`src/rtl/colorkey_integer_sprite_scaler_core_macros.svh`:
```
// Assertion macros used by the sprite scaler write generator.
`ifndef COLORKEY_INTEGER_SPRITE_SCALER_CORE_MACROS_SVH
`define COLORKEY_INTEGER_SPRITE_SCALER_CORE_MACROS_SVH

// Check that the consequent holds in the same cycle as the antecedent.
`define CSISC_ASSERT_SAME(label, clk, rstn, ante, cons) \
    label: assert property (@(posedge clk) disable iff (!(rstn)) (ante) |-> (cons)) \
        else $error("assertion failed");

// Check that the consequent holds in the cycle after the antecedent.
`define CSISC_ASSERT_NEXT(label, clk, rstn, ante, cons) \
    label: assert property (@(posedge clk) disable iff (!(rstn)) (ante) |=> (cons)) \
        else $error("assertion failed");

`endif

```
`src/rtl/csisc_pkg.sv`:
```
// Shared types and constants of the sprite scaler.
package csisc_pkg;

    localparam int COORD_BITS_DEF = 10;
    localparam int SRC_COORD_W    = 10;
    localparam int DST_W          = 13;
    localparam int PIX_W          = 16;
    localparam int ORIGIN_W       = 11;
    localparam int SPAN_W         = 2;
    localparam int QUEUE_DEPTH    = 2;
    localparam int CFG_ADDR_W     = 2;
    localparam int CFG_DATA_W     = 16;

    localparam logic [PIX_W-1:0] KEY_RESET = 16'h2104;

    typedef enum logic [1:0] {
        MODE_X2   = 2'd0,
        MODE_X3   = 2'd1,
        MODE_X4   = 2'd2,
        MODE_HALF = 2'd3
    } mode_t;

    typedef enum logic [CFG_ADDR_W-1:0] {
        REG_SCALE_MODE = 2'd0,
        REG_KEY_COLOR  = 2'd1,
        REG_ORIGIN_X   = 2'd2,
        REG_ORIGIN_Y   = 2'd3
    } cfg_reg_t;

    typedef struct packed {
        mode_t                mode;
        logic [PIX_W-1:0]     key;
        logic [ORIGIN_W-1:0]  origin_x;
        logic [ORIGIN_W-1:0]  origin_y;
    } cfg_t;

    // One queued pixel: block corner, color and block side minus one.
    typedef struct packed {
        logic [DST_W-1:0]  base_x;
        logic [DST_W-1:0]  base_y;
        logic [PIX_W-1:0]  pixel;
        logic [SPAN_W-1:0] span;
    } job_t;

    localparam int JOB_W = $bits(job_t);

endpackage

```
`src/rtl/colorkey_integer_sprite_scaler_core.sv`:
```
// The first write beat of a pixel reaches m_tvalid after the pixel is queued and then registered.
// Throughput: one write beat per cycle while m_tready is high; a kept pixel makes
// 4, 9 or 16 write beats at 2x, 3x, 4x and one at half size, keyed or skipped pixels none.
// A two-entry queue lets the front end accept one pixel per cycle while it has room.
// Reset (aresetn, synchronous, active low) empties the queue, drops any pending beat
// and returns the registers to 2x mode, gray key 0x2104 and origin (0,0).
module colorkey_integer_sprite_scaler_core
    import csisc_pkg::*;
#(
    parameter int COORD_BITS = COORD_BITS_DEF
) (
    input  logic                  aclk,
    input  logic                  aresetn,
    // Source pixel stream.
    input  logic                  s_tvalid,
    output logic                  s_tready,
    input  logic [39:0]           s_tdata,   // src_x[9:0], src_y[19:10], src_pixel[35:20], pad
    // Frame-buffer write stream.
    output logic                  m_tvalid,
    input  logic                  m_tready,
    output logic [47:0]           m_tdata,   // dst_x[12:0], dst_y[25:13], dst_pixel[41:26], pad
    output logic                  m_tlast,   // final write of this source pixel
    // Register writes.
    input  logic                  cfg_valid,
    output logic                  cfg_ready,
    input  logic [CFG_ADDR_W-1:0] cfg_addr,
    input  logic [CFG_DATA_W-1:0] cfg_data
);

    mode_t               mode_reg;
    logic [PIX_W-1:0]    key_reg;
    logic [ORIGIN_W-1:0] ox_reg;
    logic [ORIGIN_W-1:0] oy_reg;
    cfg_t                cfg;

    logic                push;
    logic                pop;
    logic                full;
    logic                empty;
    job_t                push_job;
    job_t                head_job;
    logic [JOB_W-1:0]    head_bits;
    logic [DST_W-1:0]    dst_x;
    logic [DST_W-1:0]    dst_y;
    logic [PIX_W-1:0]    dst_pixel;

    // Registers are always writable; software must write them only while idle (not enforced here).
    assign cfg_ready = 1'b1;

    always_ff @(posedge aclk) begin
        if (!aresetn) begin
            mode_reg <= MODE_X2;
            key_reg  <= KEY_RESET;
            ox_reg   <= '0;
            oy_reg   <= '0;
        end else if (cfg_valid && cfg_ready) begin
            unique case (cfg_reg_t'(cfg_addr))
                REG_SCALE_MODE: mode_reg <= mode_t'(cfg_data[1:0]);
                REG_KEY_COLOR:  key_reg  <= cfg_data;
                REG_ORIGIN_X:   ox_reg   <= cfg_data[ORIGIN_W-1:0];
                REG_ORIGIN_Y:   oy_reg   <= cfg_data[ORIGIN_W-1:0];
                default: ;
            endcase
        end
    end

    assign cfg.mode     = mode_reg;
    assign cfg.key      = key_reg;
    assign cfg.origin_x = ox_reg;
    assign cfg.origin_y = oy_reg;

    // Classify the pixel and compute the corner of its destination block.
    csisc_front #(
        .COORD_BITS(COORD_BITS)
    ) u_front (
        .in_valid  (s_tvalid),
        .src_x     (s_tdata[9:0]),
        .src_y     (s_tdata[19:10]),
        .src_pixel (s_tdata[35:20]),
        .cfg       (cfg),
        .queue_full(full),
        .in_ready  (s_tready),
        .push      (push),
        .job       (push_job)
    );

    // Decouple acceptance from the multi-beat write walk.
    csisc_queue #(
        .WIDTH(JOB_W),
        .DEPTH(QUEUE_DEPTH)
    ) u_queue (
        .aclk     (aclk),
        .aresetn  (aresetn),
        .push     (push),
        .push_data(push_job),
        .pop      (pop),
        .head_data(head_bits),
        .full     (full),
        .empty    (empty)
    );

    assign head_job = job_t'(head_bits);

    // Emit the block row by row, advancing only when the output register is empty or its beat is taken.
    csisc_back u_back (
        .aclk      (aclk),
        .aresetn   (aresetn),
        .head      (head_job),
        .empty     (empty),
        .pop       (pop),
        .out_valid (m_tvalid),
        .out_ready (m_tready),
        .dst_x     (dst_x),
        .dst_y     (dst_y),
        .dst_pixel (dst_pixel),
        .last_write(m_tlast)
    );

    assign m_tdata = {6'd0, dst_pixel, dst_y, dst_x};

endmodule

```
`src/rtl/csisc_front.sv`:
```
// Front end: drop keyed or skipped pixels, compute block corner and size.
module csisc_front
    import csisc_pkg::*;
#(
    parameter int COORD_BITS = COORD_BITS_DEF
) (
    input  logic                   in_valid,
    input  logic [SRC_COORD_W-1:0] src_x,
    input  logic [SRC_COORD_W-1:0] src_y,
    input  logic [PIX_W-1:0]       src_pixel,
    input  cfg_t                   cfg,
    input  logic                   queue_full,
    output logic                   in_ready,
    output logic                   push,
    output job_t                   job
);

    localparam int CW = (COORD_BITS < SRC_COORD_W) ? COORD_BITS : SRC_COORD_W;

    logic [DST_W-1:0]  sx;
    logic [DST_W-1:0]  sy;
    logic [DST_W-1:0]  off_x;
    logic [DST_W-1:0]  off_y;
    logic [SPAN_W-1:0] span;
    logic              keep;

    assign sx = DST_W'(src_x[CW-1:0]);
    assign sy = DST_W'(src_y[CW-1:0]);

    always_comb begin
        off_x = sx << 1;
        off_y = sy << 1;
        span  = SPAN_W'(1);
        unique case (cfg.mode)
            MODE_X2: begin
                off_x = sx << 1;
                off_y = sy << 1;
                span  = SPAN_W'(1);
            end
            MODE_X3: begin
                off_x = (sx << 1) + sx;
                off_y = (sy << 1) + sy;
                span  = SPAN_W'(2);
            end
            MODE_X4: begin
                off_x = sx << 2;
                off_y = sy << 2;
                span  = SPAN_W'(3);
            end
            MODE_HALF: begin
                off_x = sx >> 1;
                off_y = sy >> 1;
                span  = '0;
            end
            default: begin
                off_x = sx << 1;
                off_y = sy << 1;
                span  = SPAN_W'(1);
            end
        endcase
    end

    assign job.base_x = DST_W'(cfg.origin_x) + off_x;
    assign job.base_y = DST_W'(cfg.origin_y) + off_y;
    assign job.pixel  = src_pixel;
    assign job.span   = span;

    // Drop the key color, and odd positions when shrinking.
    assign keep = (src_pixel != cfg.key) &&
                  !((cfg.mode == MODE_HALF) && (sx[0] || sy[0]));

    assign in_ready = !queue_full;
    assign push     = in_valid && in_ready && keep;

endmodule

```
`src/rtl/csisc_queue.sv`:
```
// Small register queue between the front end and the write generator.
module csisc_queue
    import csisc_pkg::*;
#(
    parameter int WIDTH = JOB_W,
    parameter int DEPTH = QUEUE_DEPTH
) (
    input  logic             aclk,
    input  logic             aresetn,
    input  logic             push,
    input  logic [WIDTH-1:0] push_data,
    input  logic             pop,
    output logic [WIDTH-1:0] head_data,
    output logic             full,
    output logic             empty
);

    localparam int PW = (DEPTH > 1) ? $clog2(DEPTH) : 1;
    localparam int CNTW = $clog2(DEPTH + 1);

    logic [WIDTH-1:0] mem_reg [DEPTH];
    logic [PW-1:0]    wr_ptr_reg, wr_ptr_next;
    logic [PW-1:0]    rd_ptr_reg, rd_ptr_next;
    logic [CNTW-1:0]  count_reg, count_next;

    assign full      = (count_reg == CNTW'(DEPTH));
    assign empty     = (count_reg == '0);
    assign head_data = mem_reg[rd_ptr_reg];

    always_comb begin
        wr_ptr_next = wr_ptr_reg;
        rd_ptr_next = rd_ptr_reg;
        count_next  = count_reg;
        if (push) begin
            wr_ptr_next = (wr_ptr_reg == PW'(DEPTH - 1)) ? '0 : wr_ptr_reg + 1'b1;
        end
        if (pop) begin
            rd_ptr_next = (rd_ptr_reg == PW'(DEPTH - 1)) ? '0 : rd_ptr_reg + 1'b1;
        end
        if (push && !pop) begin
            count_next = count_reg + 1'b1;
        end else if (pop && !push) begin
            count_next = count_reg - 1'b1;
        end
    end

    always_ff @(posedge aclk) begin
        if (!aresetn) begin
            wr_ptr_reg <= '0;
            rd_ptr_reg <= '0;
            count_reg  <= '0;
        end else begin
            wr_ptr_reg <= wr_ptr_next;
            rd_ptr_reg <= rd_ptr_next;
            count_reg  <= count_next;
        end
    end

    always_ff @(posedge aclk) begin
        if (push) begin
            mem_reg[wr_ptr_reg] <= push_data;
        end
    end

endmodule

```
`src/rtl/csisc_back.sv`:
```
// Write generator: walk the block of one queued pixel, one beat per cycle while out_ready is high.
module csisc_back
    import csisc_pkg::*;
(
    input  logic             aclk,
    input  logic             aresetn,
    input  job_t             head,
    input  logic             empty,
    output logic             pop,
    output logic             out_valid,
    input  logic             out_ready,
    output logic [DST_W-1:0] dst_x,
    output logic [DST_W-1:0] dst_y,
    output logic [PIX_W-1:0] dst_pixel,
    output logic             last_write
);

`include "colorkey_integer_sprite_scaler_core_macros.svh"

    logic [SPAN_W-1:0] i_reg, i_next;
    logic [SPAN_W-1:0] j_reg, j_next;
    logic              valid_reg, valid_next;
    logic [DST_W-1:0]  x_reg;
    logic [DST_W-1:0]  y_reg;
    logic [PIX_W-1:0]  pix_reg;
    logic              last_reg;
    logic              load;
    logic              last_beat;

    assign load      = !empty && (!valid_reg || out_ready);
    assign last_beat = (i_reg == head.span) && (j_reg == head.span);
    assign pop       = load && last_beat;

    always_comb begin
        i_next     = i_reg;
        j_next     = j_reg;
        valid_next = valid_reg;
        if (load) begin
            valid_next = 1'b1;
            if (i_reg == head.span) begin
                i_next = '0;
                j_next = last_beat ? '0 : j_reg + 1'b1;
            end else begin
                i_next = i_reg + 1'b1;
            end
        end else if (out_ready) begin
            valid_next = 1'b0;
        end
    end

    always_ff @(posedge aclk) begin
        if (!aresetn) begin
            i_reg     <= '0;
            j_reg     <= '0;
            valid_reg <= 1'b0;
        end else begin
            i_reg     <= i_next;
            j_reg     <= j_next;
            valid_reg <= valid_next;
        end
    end

    always_ff @(posedge aclk) begin
        if (load) begin
            x_reg    <= head.base_x + DST_W'(i_reg);
            y_reg    <= head.base_y + DST_W'(j_reg);
            pix_reg  <= head.pixel;
            last_reg <= last_beat;
        end
    end

    assign out_valid  = valid_reg;
    assign dst_x      = x_reg;
    assign dst_y      = y_reg;
    assign dst_pixel  = pix_reg;
    assign last_write = last_reg;

    // Counters rest at the block corner whenever no pixel is waiting.
    `CSISC_ASSERT_SAME(a_idle_corner, aclk, aresetn, empty, (i_reg == '0) && (j_reg == '0))
    // A beat that is not the last one moves the walk off the corner.
    `CSISC_ASSERT_NEXT(a_walk_moves, aclk, aresetn, load && !last_beat,
                       (i_reg != '0) || (j_reg != '0))
    // The last beat of a block carries the tlast mark.
    `CSISC_ASSERT_NEXT(a_pop_marks_last, aclk, aresetn, pop, valid_reg && last_reg)

endmodule
```
`config.mk`:
```
export PLATFORM = sky130hd
export DESIGN_NAME = colorkey_integer_sprite_scaler_core
export DESIGN_NICKNAME = d
export VERILOG_FILES = /design/src/rtl/csisc_pkg.sv /design/src/rtl/colorkey_integer_sprite_scaler_core.sv /design/src/rtl/csisc_front.sv /design/src/rtl/csisc_queue.sv /design/src/rtl/csisc_back.sv
export VERILOG_INCLUDE_DIRS = /design/src /design/src/rtl
export SDC_FILE = /design/constraint.sdc
export NUM_CORES = 1
export LEC_CHECK = 0
export CORE_MARGIN = 4
export CORE_UTILIZATION = 55
export DETAILED_ROUTE_END_ITERATION = 8
export DONT_BUFFER_PORTS = 1
export PLACE_DENSITY = 0.7
export SLEW_MARGIN = 40
export SYNTH_ARGS = -nofsm -noshare
export SYNTH_HDL_FRONTEND = slang
export SYNTH_HIERARCHICAL = 1
export SYNTH_SLANG_ARGS = --single-unit
```
`constraint.sdc`:
```
create_clock -name aclk -period 6.45 [get_ports aclk]
set_input_delay 1.29 -clock aclk [delete_from_list [all_inputs] [get_ports aclk]]
set_output_delay 1.29 -clock aclk [all_outputs]
set_load 0.03 [all_outputs]
```
After elaboration in Yosys (flattened, before gate mapping). Memory sizes are Yosys's and may differ from the RTL's. A register that Yosys moved wholly into a read port is not among the register bits. Index checks and enable logic that the tools add are counted.

Multiplexer cells: 15. Equal/unequal tests: 10. $add $sub $neg: 12. Reductions and logical operators: 27.

Operators by type and width (count): 13-bit one-hot mux with 4 select lines (2); 11-bit by 13-bit adder with 13-bit output (2); 13-bit by 2-bit adder with 13-bit output (2); 11-bit by 10-bit adder with 12-bit output (2); 16-bit inequality test (1); 2-bit == test (second input constant) (5); 2-bit AND reduction (5); 1-bit logical AND (9); 1-bit two-way mux (8); 2-bit two-way mux (4); 2-bit one-hot mux with 4 select lines (1); 2-bit by 1-bit adder with 2-bit output (second input constant) (3); 1-bit zero test (6); 2-bit zero test (3); 2-bit by 1-bit == test with 1-bit output (second input constant) (2); 2-bit == test (2); 2-bit nonzero test (2); 1-bit adder (second input constant) (2); 1-bit logical OR (2); 2-bit by 1-bit subtractor with 2-bit output (second input constant) (1).

Logic and storage cells: 79. Input port bits: 63. RAM bits: 88. Register bits after elaboration: 92. Output and inout port bits: 52. Memories: 1.

Memory list: u_queue.mem_reg (depth 2, width 44, rd ports 1, clocked after memory_dff 1, wr ports 1, line csisc_queue.sv:21) `logic [WIDTH-1:0] mem_reg [DEPTH];`.

Longest topological paths before layout. Gate-level depths: netlist of the first run.

Word-level depth: 9. Gate-level depth with buffers: 16. Mapped depth without buffers: 16.

By module. Netlist of the first run, hierarchy kept.

Modules (own cells, without submodules): csisc_queue (times used 1, sequential area each 2742.6 um^2, cells an instance 159, area each 3392.0 um^2); csisc_front (times used 1, sequential area each 0.0 um^2, cells an instance 356, area each 2661.3 um^2); csisc_back (times used 1, sequential area each 1391.3 um^2, cells an instance 148, area each 2114.5 um^2); colorkey_integer_sprite_scaler_core (times used 1, sequential area each 800.8 um^2, cells an instance 161, area each 1586.5 um^2).

Worst setup path before layout of the first run. Ideal clock, no wire load.

Path type: in2reg. From: input port s_tdata[31]. To: memory u_queue/mem_reg[0][0] (netlist name), enable pin. Setup slack: 2170 ps. Arrival time: 3828 ps. Stages on the path: 5. Setup time: 452 ps. Buffers on the path: 0. Cells stage by stage: xor2_1 > nor4_1 > nand4_1 > and4_1 > nor2b_1.

Cells in the longest elaborated chain, start to end: 5.

RTL lines: start, declared (line colorkey_integer_sprite_scaler_core.sv:17) `input logic [39:0] s_tdata,`; 16-bit inequality test (line csisc_front.sv:69) `assign keep = (src_pixel != cfg.key) &&`; 1-bit logical AND (line csisc_front.sv:69); 1-bit logical AND (line csisc_front.sv:73) `assign push = in_valid && in_ready && keep;`; via push (line colorkey_integer_sprite_scaler_core.sv:36) `logic push;`; 1-bit two-way mux (line csisc_queue.sv:60) `if (push) begin`; 1-bit two-way mux (not written as such) (line csisc_queue.sv:61) `mem_reg[wr_ptr_reg] <= push_data;`; end, declared (line csisc_queue.sv:21).

The timed path passes the listed nets, and every way through them passes these cells.

==> results.md, run 1 <==
- CTS tree: built
- Share of cells above drive strength 1: between 10% and 20%
- Power per Cell Area: ~340 mW/mm2
- Number of maximum-capacitance violations: 0
- Number of enable-type register cells in the synthesized netlist: approximately 130
- Core Region: ~0.017 mm2
- Post-CTS Repair Setup Buffers: 0
- Reported leakage power: approximately 0.0040 uW
- Setup TNS Final: 0 ps
- F_max: around 0.24 GHz
- Pin count of the biggest net entering global routing: around 70
- Clock slew at reported path FFs: ~70 ps
- # placed instances: about 1.0k
- Req. time, crit path: 6620 ps
- Cell count of the worst reg-to-reg path: 12
- Number of antenna violations at the first check in global routing: 0
- Setup violations, final: 0
- Yosys warning count: 6
- Path category of the worst min-delay check: reg -> reg
- Post-layout minimum cycle time: between 4000 and 5000 ps
- Relative area change from synthesis to final layout: 6.05%
- Synth Cell Area: a little under 0.01 mm2
- Post-synthesis area per instance: 11.8 um2
- Critical Path Start Type: input pin
- Count of cell types in the netlist: 77
- Worst-Margin Slew: around 790 ps
- Number of top-level pins: approximately 120
- Drt initial violations: roughly 360
- Total number of vias: 6,122
- Ys async rst share: 0%
- Net count, final: roughly 900
- Beginning of the critical path: s_tdata[0]
- Number of hold buffers added after CTS: 0
- Total gr overflow: 0
- Count of clock tree sinks: approximately 180
- Number of global-route vias before repair: between 6k and 7k
- Top_reg_cell synth: edfxtp_1
- IR Drop Worst-Case VDD: 0.216 mV
- Remaining max-slew budget at the tightest pin: 47.2%
- Wire length of the first global-routing pass: between 30,000 and 40,000 um
- Number of synthesized register bits: approximately 180
- Y dimension of the die: around 140 um
- Number of antenna repair diodes: 0
- Final antenna-violating net count: 0
- Pins Over Slew Limit: 0
- HP Start: key_reg[3]
- Drt wl/cell: 18.8 um
- Hold Crit Depth: 2
- Buffer type at the clock tree root: clkbuf_16
- Arrival time of the worst setup path: between 4000 and 5000 ps
- Result of the run: finished, final reports clean
- Num rows: 48
- Number of buffers inserted during clock tree synthesis: 17
- CP Max Fanout: 5
- Bufs on Longest Clock Path: 2
- Total power of the final layout: roughly 3500 uW
- Starting utilization of the core area: between 50% and 60%
- Post-Layout Cell Count: about 1.0k
- Initial DRT Pass Iterations: 5
- Setup repair after global routing missed its margin: no
- Routed Wire Length: 19,500 um
- Hold violation total from the final report: 0
- Overall die area: approximately 0.02 mm2
- Clock tree skew after final layout: 13.1 ps
- Flip-flop count of the largest register, all copies and words added: 88
- Final worst-path cycle share: a little under two thirds
- Number of H-tree levels: 4
- Number of cells produced by synthesis: slightly above 800
- Start-to-end type of the worst setup path: in -> reg
- Category of the worst setup path capture point: flop
- Fill cell instance count of the final layout: around 1.4k
- Final weighted congestion in routability-driven placement: 0.848
- Overall track demand over capacity in global routing: around a fifth
- Post-CTS sizing: 0
- Number of vias per cell after detailed routing: ~5.9
- # port buffers: 0
- Post-detailed-route DRC marker count: 0
- Origin of the critical flop-to-flop path: mode_reg[0]
- Clock network latency to the later pin of the worst-skew pair: about 430 ps
- Sequential element share of the synthesized area: around 51%
- Post-DP HPWL: roughly 14,000 um
- Die Width: approximately 140 um
## per-layer routing
| metal | wire [um] | global-route usage (%) | part of all wire [%] |
|---|---|---|---|
| met2 | 9550 | 33.3 | 49 |
| met1 | 8590 | 25.7 | 44 |
| met5 | 0 | 0 | 0 |
| met3 | 956 | 4.68 | 4.9 |
| met4 | 410 | 6.78 | 2.1 |
## Yosys cell counts (all sizes together), types with 6 or more instances
cell type / count / area (um2)
nand4: 7 / 50.1
a221oi: 8 / 70.1
a22oi: 7 / 57.6
nand3: 11 / 55.1
a211oi: 8 / 60.1
nor2: 36 / 135
fa: 6 / 120
nand2b: 9 / 56.3
inv: 31 / 116
clkbuf: 11 / 61.3
o21ai: 29 / 145
o211ai: 7 / 52.6
a21o: 12 / 90.1
xor2: 33 / 289
nor2b: 11 / 71.3
ha: 53 / 663
edfxtp: 131 / 3930
mux2i: 40 / 400
nand2: 84 / 315
xnor2: 38 / 333
dfxtp: 50 / 1000
mux2: 44 / 495
buf: 38 / 287
a21oi: 29 / 149
o21a: 7 / 52.6
## worst paths after layout
path / slack, ps / to
worst min-delay path: 470 / key_reg[3]
worst max register to register: 2950 / u_queue/mem_reg[1][29]
worst min register to register: 470 / key_reg[3]
worst max-delay path: 2330 / u_queue/mem_reg[1][42]
## placed cells by master (no fill, tap or decap), drive strengths merged, types with 8 or more instances in the layout
master  instances
mux2           44
edfxtp        131
nand3          11
nand2b          9
nor2           36
nand2          84
dfxtp          50
ha             53
a21oi          29
a221oi          8
o21ai          29
inv            40
xnor2          38
xor2           33
a211oi          8
clkbuf         18
a21o           12
mux2i          40
nor2b          11
## layout make-up
| class | count | area [um2] | area share [%] |
|---|---|---|---|
| well taps | 225 | 282 | 2.72 |
| inverters | 31 | 119 | 1.15 |
| flip-flops and latches | 181 | 4940 | 47.7 |
| clock buffers | 18 | 429 | 4.15 |
| repair buffers | 1 | 7.51 | 0.0726 |
| clock inverters | 14 | 179 | 1.73 |
| multi-input cells | 568 | 4390 | 42.4 |
## worst max-delay path: stages
cell and delay (ps):
ha_1 230, fa_1 420, a21o_1 180, a21oi_1 180
xnor2_1 90, a222oi_1 330, a21oi_1 140, ha_1 350
or2_2 310, o311ai_0 140, o31ai_1 190, o31ai_1 320
xnor2_1 120
## logic make-up (layout without fill, tap and decap cells)
group / after synthesis / after routing / synth area share [%]
AOI/OAI and AO/OA: 144 / 144 / 10.4
xor gates and xnor gates: 71 / 71 / 6.38
adders and majority gates: 59 / 59 / 8.03
buffers and inverters: 80 / 64 / 4.76
DFF: 181 / 181 / 50.6
muxes: 84 / 84 / 9.18
other: 2 / 7 / 0.0770
and+or+nand+nor: 203 / 203 / 10.6
## per-stage QoR
stage               hold WS [ps]  worst slack, ps  area [um2]  utilization, %
floorplan                    442             2170        9770               -
finish                       472             2330       10300            59.6
CTS                          473             2360       10300            59.6
global route                 493             2140       10300            59.6
detailed placement           458             1930        9730            56.1
global placement             454             1980        9720            56.0
## power breakdown
| group | total [uW] | leakage, uW | internal (uW) | switching, uW |
|---|---|---|---|---|
| clock | 1040 | 0.000298 | 560 | 478 |
| sequential | 1860 | 0.00164 | 1550 | 314 |
| combinational | 582 | 0.00206 | 227 | 355 |
Power figures use the tool's default switching activity.
==> inputs of run 2 (changes only) <==
--- a/config.mk
+++ b/config.mk
@@ -10,7 +10,7 @@
 export CORE_UTILIZATION = 55
 export DETAILED_ROUTE_END_ITERATION = 8
 export DONT_BUFFER_PORTS = 1
-export PLACE_DENSITY = 0.7
+export PLACE_DENSITY = 0.73
 export SLEW_MARGIN = 40
 export SYNTH_ARGS = -nofsm -noshare
 export SYNTH_HDL_FRONTEND = slang
==> constraint.sdc (replaced) <==
create_clock -name aclk -period 3.5 [get_ports aclk]
set_input_delay 0.7 -clock aclk [delete_from_list [all_inputs] [get_ports aclk]]
set_output_delay 0.7 -clock aclk [all_outputs]
set_load 0.03 [all_outputs]
==> run 2 against run 1 <==
Net effect:
- core utilization increased by 1.3 points
- critical path type is now reg -> reg
- combinational power increased by 94%
- final area is 2.2% higher
- critical path depth down 3
- largest power group unchanged
- register-to-register slack worse by 2800 ps
==> results.md, run 2 (same netlist as run 1, synthesis figures left out) <==
- Post-DP HPWL: 14,600 um (was 14,200 um)
- Critical Path Start Type: flop (was input pin)
- IR Drop Worst-Case VDD: 0.351 mV (was 0.216 mV)
- CP Max Fanout: 14 (was 5)
- Clock slew at reported path FFs: 80 ps (was 70 ps)
- Overall track demand over capacity in global routing: 20.3% (was 20.0%)
- Register-to-Register Setup Slack: 190 ps (was 2950 ps)
- Category of the worst setup path capture point: flop (unchanged)
- Bufs on Longest Clock Path: 2 (unchanged)
- Number of vias per cell after detailed routing: 5.84 (was 5.90)
- Req. time, crit path: 3650 ps (was 6620 ps)
- Drt initial violations: 399 (was 357)
- Pins Over Slew Limit: 0 (unchanged)
- Clock network latency to the later pin of the worst-skew pair: 430 ps (about the same)
- Total gr overflow: 0 (unchanged)
- Crit path top cell by count: o21ai_0
- Total number of vias: 6,227 (was 6,122)
- Arrival time of the worst setup path: 3460 ps (was 4290 ps)
- Area of all placed cells without fillers: 0.0106 mm2 (was 0.0103 mm2)
- Worst-Margin Slew: 707 ps (was 792 ps)
- Setup repair after global routing missed its margin: no (unchanged)
- Setup violations, final: 0 (unchanged)
- Fill cell instance count of the final layout: 1,353 (was 1,382)
- Number of H-tree levels: 4 (unchanged)
- Number of antenna violations at the first check in global routing: 0 (unchanged)
- Number of global-route vias before repair: 6,206 (was 6,146)
- Final weighted congestion in routability-driven placement: 0.837 (was 0.848)
- Buffer type at the clock tree root: clkbuf_16 (unchanged)
- # placed instances: 1,035 (was 1,006)
- Post-detailed-route DRC marker count: 0 (unchanged)
- Post-layout minimum cycle time: approximately 3300 ps
- Buf+Inv Stages, Crit Path: 0 (unchanged)
- Flip-flop count of the largest register, all copies and words added: 88 (unchanged)
- Result of the run: finished, final reports clean (unchanged)
- CTS tree: built (unchanged)
- Overall die area: 0.0199 mm2 (unchanged)
- Initial DRT Pass Iterations: 5 (unchanged)
- Net count, final: 951 (was 922)
- Number of antenna repair diodes: 0 (unchanged)
- Wire length of the first global-routing pass: 32,200 um (was 31,600 um)
- Slowest cell delay on critical path: 550 ps (was 420 ps)
- F_max: ~0.30 GHz
- Y dimension of the die: 141 um (unchanged)
- Crit path cell chain: ha_1 > a22oi_1 > o21ai_0 > ha_1 > a211oi_1 > nor2_1 > o21ai_0 > o21a_1 > o21ai_0 > xor2_1 (was ha_1 > fa_1 > a21o_1 > a21oi_1 > xnor2_1 > a222oi_1 > a21oi_1 > ha_1 > or2_2 > o311ai_0 > o31ai_1 > o31ai_1 > xnor2_1)
- Pin count of the biggest net entering global routing: 68 (unchanged)
- Share of cells above drive strength 1: 16.0% (was 12.4%)
- Start-to-end type of the worst setup path: reg -> reg (was in -> reg)
- Cell count along the critical path: 10 (was 13)
- Area taken by multi-input logic gates: 0.00441 mm2 (was 0.00439 mm2)
- Reported leakage power: 0.00414 uW (was 0.00400 uW)
- Post-Layout Cell Count: 1,067 (was 1,038)
- Power per Cell Area: 611 mW/mm2 (was 337 mW/mm2)
- Kind of cell with the highest combined delay on the critical path: compound AO/OA/AOI/OAI gates (unchanged)
- Hold violation total from the final report: 0 (unchanged)
- Number of maximum-capacitance violations: 0 (unchanged)
- # port buffers: 0 (unchanged)
- Final antenna-violating net count: 0 (unchanged)
- Number of hold buffers added after CTS: 0 (unchanged)
- Cell with the largest stage delay on the worst path: o21ai_0 (was fa_1)
- Die Width: 141 um (unchanged)
- Num rows: 48 (unchanged)
- Most frequent standard cell in the layout excluding fill and tap cells: edfxtp_1 (unchanged)
- Cell count of the worst reg-to-reg path: 10 (was 12)
- Count of clock tree sinks: 181 (unchanged)
- Number of top-level pins: 115 (unchanged)
- Starting utilization of the core area: 56.2% (unchanged)
- Post-CTS Repair Setup Buffers: 0 (unchanged)
- Clock tree skew after final layout: 9.76 ps (was 13.1 ps)
- Remaining max-slew budget at the tightest pin: 52.7% (was 47.2%)
- Post-Place Cell Area: 0.00997 mm2 (was 0.00973 mm2)
- Drt wl/cell: 18.7 um (was 18.8 um)
- Seq. cell area: 0.00494 mm2 (about the same)
- Routed Wire Length: 19,900 um (was 19,500 um)
- Final worst-path cycle share: between 90% and 100%
- Highest-count cells in the layout ignoring fill and taps: edfxtp_1 (131), nand2_1 (84), ha_1 (51) (unchanged)
- Hold Crit Depth: 0 (was 2)
- Number of buffers inserted during clock tree synthesis: 17 (unchanged)
- Path category of the worst min-delay check: in -> reg (was reg -> reg)
- Core Region: 0.0174 mm2 (unchanged)
- Relative area change from synthesis to final layout: 8.44% (was 6.05%)
[run 2: cell count changes in the layout (fill, tap and decap cells not counted), sizes merged]
| cell | previous run | this run |
|---|---|---|
| clkinvlp | 0 | 1 |
| buf | 1 | 30 |
| clkbuf | 18 | 17 |
[run 2: per-stage QoR]
stage | total power, uW | utilization (%) | TNS (ps) | worst slack, ps | hold WS, ps
finish | 6460 | 60.9 | 0 | 190 | 363
CTS | 6510 | 60.9 | 0 | 235 | 338
detailed placement | 4610 | 57.4 | -1260 | -163 | 463
global route | 6760 | 60.9 | 0 | 21.1 | 331
floorplan | 4320 | - | 0 | 44.5 | 442
global placement | 4540 | 57.4 | -711 | -116 | 453
[run 2: what timing repair did]
action,in CTS,in global routing
hold endpoints to repair,0,0
resized for setup,0,1
setup endpoints to repair,0,6
[run 2: path summary, 6_finish.rpt]
| check | start | to |
|---|---|---|
| worst max-delay path | mode_reg[0] | u_queue/mem_reg[1][29] |
| worst min-delay path | s_tdata[29] | u_queue/mem_reg[1][11] |
| worst max register to register | mode_reg[0] | u_queue/mem_reg[1][29] |
| worst min register to register | oy_reg[0] | oy_reg[0] |
[run 2: layout make-up]
cell class | count | area share, %
multi-input combinational | 568 | 41.7
sequential | 181 | 46.7
clock buffer | 17 | 4.02
tap | 225 | 2.66
inverter | 31 | 1.12
clock inverter | 15 | 1.69
timing repair buffer | 30 | 2.13
[run 2: where the power goes]
part	internal, uW	switching [uW]	leakage [uW]
clock	1030	877	0.000294
combinational	451	679	0.00220
sequential	2860	569	0.00164
total	4330	2130	0.00414
[run 2: per-layer routing]
| metal | track usage, % | share of wire (%) |
|---|---|---|
| met1 | 26.3 | 43 |
| met2 | 34.6 | 50 |
| met3 | 4.07 | 5.1 |
| met4 | 6.17 | 1.6 |
| met5 | 0 | 0 |
==> inputs of run 3 (changes only) <==
--- a/config.mk
+++ b/config.mk
@@ -7,12 +7,10 @@
 export NUM_CORES = 1
 export LEC_CHECK = 0
 export CORE_MARGIN = 4
-export CORE_UTILIZATION = 55
+export CORE_UTILIZATION = 47
 export DETAILED_ROUTE_END_ITERATION = 8
 export DONT_BUFFER_PORTS = 1
-export PLACE_DENSITY = 0.73
 export SLEW_MARGIN = 40
 export SYNTH_ARGS = -nofsm -noshare
 export SYNTH_HDL_FRONTEND = slang
-export SYNTH_HIERARCHICAL = 1
 export SYNTH_SLANG_ARGS = --single-unit
==> run 3 against run 2 <==
Net effect:
- synthesized cell count increased by 4.2%
- sequential cell count unchanged
- largest power group unchanged
- fmax decreased by 1.6%
- non-clock buffer count increased by 20
- core utilization decreased by 7.4 points
- first-iteration DRC count increased by 11%
- global-route usage decreased by 0.99 points
- register-to-register slack improved by 40 ps
- via count increased by 4.5%
- area after synthesis decreased by 1.1%
- largest cell class unchanged
- wire length increased by 6.3%
- die area increased by 15%
==> results.md, run 3 <==
- Result of the run: finished, final reports clean (unchanged)
- Origin of the critical flop-to-flop path: mode_reg[0] (unchanged)
- Cell types with the largest area share after synthesis: edfxtp_1 (41%), dfxtp_1 (10%), ha_1 (7.0%), xnor2_1 (4.7%), nand2_1 (4.4%) (was edfxtp_1 (40%), dfxtp_1 (10%), ha_1 (6.8%), mux2_2 (5.1%), mux2i_1 (4.1%))
- Routed Wire Length: 21,200 um (was 19,900 um)
- Remaining max-slew budget at the tightest pin: 44.0% (was 52.7%)
- Y dimension of the die: 151 um (was 141 um)
- Final worst-path cycle share: 96.1% (was 94.6%)
- Setup violations, final: 0 (unchanged)
- CTS tree: built (unchanged)
- Share of the synthesized area in compound gates (AO/OA/AOI/OAI): 13.6% (was 10.4%)
- Start-to-end type of the worst setup path: in -> reg (was reg -> reg)
- Count of cell types in the netlist: 62 (was 77)
- Overall track demand over capacity in global routing: 19.3% (was 20.3%)
- Number of top-level pins: 115 (unchanged)
- Leading post-synthesis cells by instance count: edfxtp_1 (131), nand2_1 (112), ha_1 (54), xnor2_1 (52), dfxtp_1 (50) (was edfxtp_1 (131), nand2_1 (84), ha_1 (53), dfxtp_1 (50), mux2_2 (44))
- Flip-flop count of the largest register, all copies and words added: 88 (unchanged)
- Final weighted congestion in routability-driven placement: 0.897 (was 0.837)
- Number of cells produced by synthesis: 859 (was 824)
- Area of all placed cells without fillers: 0.0108 mm2 (was 0.0106 mm2)
- Power per Cell Area: 594 mW/mm2 (was 611 mW/mm2)
- Final antenna-violating net count: 0 (unchanged)
- Most frequently used cell type in the post-synthesis netlist: edfxtp_1 (unchanged)
- Die Width: 151 um (was 141 um)
- Top_reg_cell synth: edfxtp_1 (unchanged)
- Number of buffers inserted during clock tree synthesis: 17 (unchanged)
- Kind of cell with the highest combined delay on the critical path: compound AO/OA/AOI/OAI gates (unchanged)
- Number of maximum-capacitance violations: 0 (unchanged)
- Path category of the worst min-delay check: in -> reg (unchanged)
- # port buffers: 0 (unchanged)
- Synth Cell Area: 0.00964 mm2 (was 0.00975 mm2)
- Arrival time of the worst setup path: 3520 ps (was 3460 ps)
- Multiplexer area fraction after synthesis: 5.15% (was 9.18%)
- Post-Place Cell Area: 0.0102 mm2 (was 0.00997 mm2)
- Hold violation total from the final report: 0 (unchanged)
- Top-area cell type share of the netlist area: 40.8% (was 40.3%)
- Post-DP HPWL: 16,100 um (was 14,600 um)
- Most frequent standard cell in the layout excluding fill and tap cells: edfxtp_1 (unchanged)
- Crit path top cell by count: xor2_1 (was o21ai_0)
- Post-layout minimum cycle time: 3360 ps (was 3310 ps)
- Crit path cell chain: ha_4 > fa_2 > a21oi_2 > o21ai_1 > xor2_1 > a222oi_1 > mux2i_1 > ha_2 > or3_1 > or3_4 > a221oi_4 > o21ai_2 > xor2_1 (was ha_1 > a22oi_1 > o21ai_0 > ha_1 > a211oi_1 > nor2_1 > o21ai_0 > o21a_1 > o21ai_0 > xor2_1)
- Number of enable-type register cells in the synthesized netlist: 131 (unchanged)
- Num rows: 52 (was 48)
- Overall die area: 0.0229 mm2 (was 0.0199 mm2)
- Net count, final: 1,020 (was 951)
- Number of H-tree levels: 4 (unchanged)
- Clock tree skew after final layout: 21.0 ps (was 9.76 ps)
- Starting utilization of the core area: 47.7% (was 56.2%)
- Reported leakage power: 0.00397 uW (was 0.00414 uW)
- Bufs on Longest Clock Path: 2 (unchanged)
- Highest-count cells in the layout ignoring fill and taps: edfxtp_1 (131), nand2_1 (112), xnor2_1 (52) (was edfxtp_1 (131), nand2_1 (84), ha_1 (51))
- Drt wl/cell: 18.0 um (was 18.7 um)
- Xor and xnor fraction of the mapped netlist area: 6.63% (was 6.38%)
- Drt initial violations: 444 (was 399)
- Number of antenna repair diodes: 0 (unchanged)
- Post-synthesis area per instance: 11.2 um2 (was 11.8 um2)
- Total power of the final layout: 6440 uW (was 6460 uW)
- Core Region: 0.0202 mm2 (was 0.0174 mm2)
- Total gr overflow: 0 (unchanged)
- Fill cell instance count of the final layout: 1,716 (was 1,353)
- Dominant combinational cell family by area after synthesis: compound AO/OA/AOI/OAI gates (was simple AND/OR/NAND/NOR gates)
- Post-Layout Cell Count: 1,180 (was 1,067)
- Slowest cell delay on critical path: 420 ps (was 550 ps)
- Final design utilization: 53.5% (was 60.9%)
- Ys async rst share: 0% (unchanged)
- Number of antenna violations at the first check in global routing: 0 (unchanged)
- Req. time, crit path: 3650 ps (about the same)
- Number of synthesized register bits: 181 (unchanged)
- F_max: 0.297 GHz (was 0.302 GHz)
- Wire length of the first global-routing pass: 34,600 um (was 32,200 um)
- Category of the worst setup path capture point: flop (unchanged)
- Critical Path Start Type: input pin (was flop)
- Pins Over Slew Limit: 0 (unchanged)
- Number of global-route vias before repair: 6,545 (was 6,206)
- Clock slew at reported path FFs: 70 ps (was 80 ps)
- Post-Synth Simple-Gate Area: 11.8% (was 10.6%)
- Cell taking the most area after synthesis: edfxtp_1 (unchanged)
- Buffer type at the clock tree root: clkbuf_16 (unchanged)
- Pin count of the biggest net entering global routing: 49 (was 68)
- Post-detailed-route DRC marker count: 0 (unchanged)
- Share of cells above drive strength 1: 14.1% (was 16.0%)
- IR Drop Worst-Case VDD: 0.414 mV (was 0.351 mV)
- Seq. cell area: 0.00494 mm2 (unchanged)
- Area taken by multi-input logic gates: 0.00447 mm2 (was 0.00441 mm2)
- Buf+Inv Stages, Crit Path: 0 (unchanged)
- Sequential element share of the synthesized area: 51.2% (was 50.6%)
- Post-CTS Repair Setup Buffers: 0 (unchanged)
- Setup repair after global routing missed its margin: no (unchanged)
- Cell with the largest stage delay on the worst path: or3_4 (was o21ai_0)
- HP Start: aresetn (was s_tdata[29])
- CP Max Fanout: 5 (was 14)
- Yosys warning count: 0 (was 6)
- Total number of vias: 6,505 (was 6,227)
- Relative area change from synthesis to final layout: 12.4% (was 8.44%)
- Count of clock tree sinks: 181 (unchanged)
- Worst-Margin Slew: 832 ps (was 707 ps)
- Clock network latency to the later pin of the worst-skew pair: 430 ps (about the same)
- Adder-Cell Fraction of Synth Area: 8.25% (was 8.03%)
- # placed instances: 1,148 (was 1,035)
- Initial DRT Pass Iterations: 5 (unchanged)
- Beginning of the critical path: s_tdata[0] (was mode_reg[0])
- Number of vias per cell after detailed routing: 5.51 (was 5.84)
-- run 3: changes by cell type after synthesis, sizes merged, moves of 15 or more --
cell,previous run,this run
buf,38,19
a21boi,3,38
nand2,84,112
a21oi,29,44
mux2,44,21
-- run 3: final timing paths --
| check | to | slack [ps] | cells past startpoint |
|---|---|---|---|
| worst max-delay path | u_queue.mem_reg[1][42] | 140 | 13 |
| worst min-delay path | key_reg[2] | 350 | 1 |
| worst max register to register | u_queue.mem_reg[1][42] | 230 | 11 |
| worst min register to register | ox_reg[6] | 470 | 2 |
-- run 3: what timing repair did --
item	4_1_cts	5_1_grt
endpoints found under the hold margin	0	0
gates resized for setup	0	5
setup endpoints to repair	0	8
hold buffers	0	0
-- run 3: layer usage --
layer  up-vias  track usage, %  wire, um
met5         -               0         0
met4         0            5.03       336
met3        20            4.37      1120
met2       173            32.0     10300
met1      3126            25.7      9470
li1       3186               -         -
-- run 3: through the flow --
step | TNS (ps) | worst slack, ps | hold WS, ps
3_3_place_gp | -1730 | -251 | 459
4_1_cts | 0 | 151 | 330
3_5_place_dp | -2410 | -295 | 467
5_1_grt | 0 | 7.23 | 324
6_report | 0 | 136 | 351
2_1_floorplan | -142 | -71.1 | 448
-- run 3: worst register-to-register path, stage by stage (launching register included) --
cell and delay (ps):
dfxtp_1 330, ha_1 330, buf_4 230, a221o_1 330
a21oi_1 140, a21oi_1 90, ha_1 210, or3_1 390
or3_4 420, a221oi_4 290, o21ai_2 80, xor2_1 160
-- run 3: area by class of cell --
cell class	instances	area share (%)
inverter	33	1.14
clock inverter	14	1.41
sequential	181	45.6
clock buffer	18	4.05
timing repair buffer	50	3.50
multi-input combinational	614	41.2
tap	270	3.12
-- run 3: where the power goes --
part	switching, uW	internal [uW]
logic	680	461
registers	586	2850
clock network	884	977
-- run 3: cells by family after synthesis --
logic type	after synthesis
buf+inv	69
xor+xnor	73
simple gates	241
fa+ha+maj	60
compound gates	186
mux	47
other cells	2
flops	181
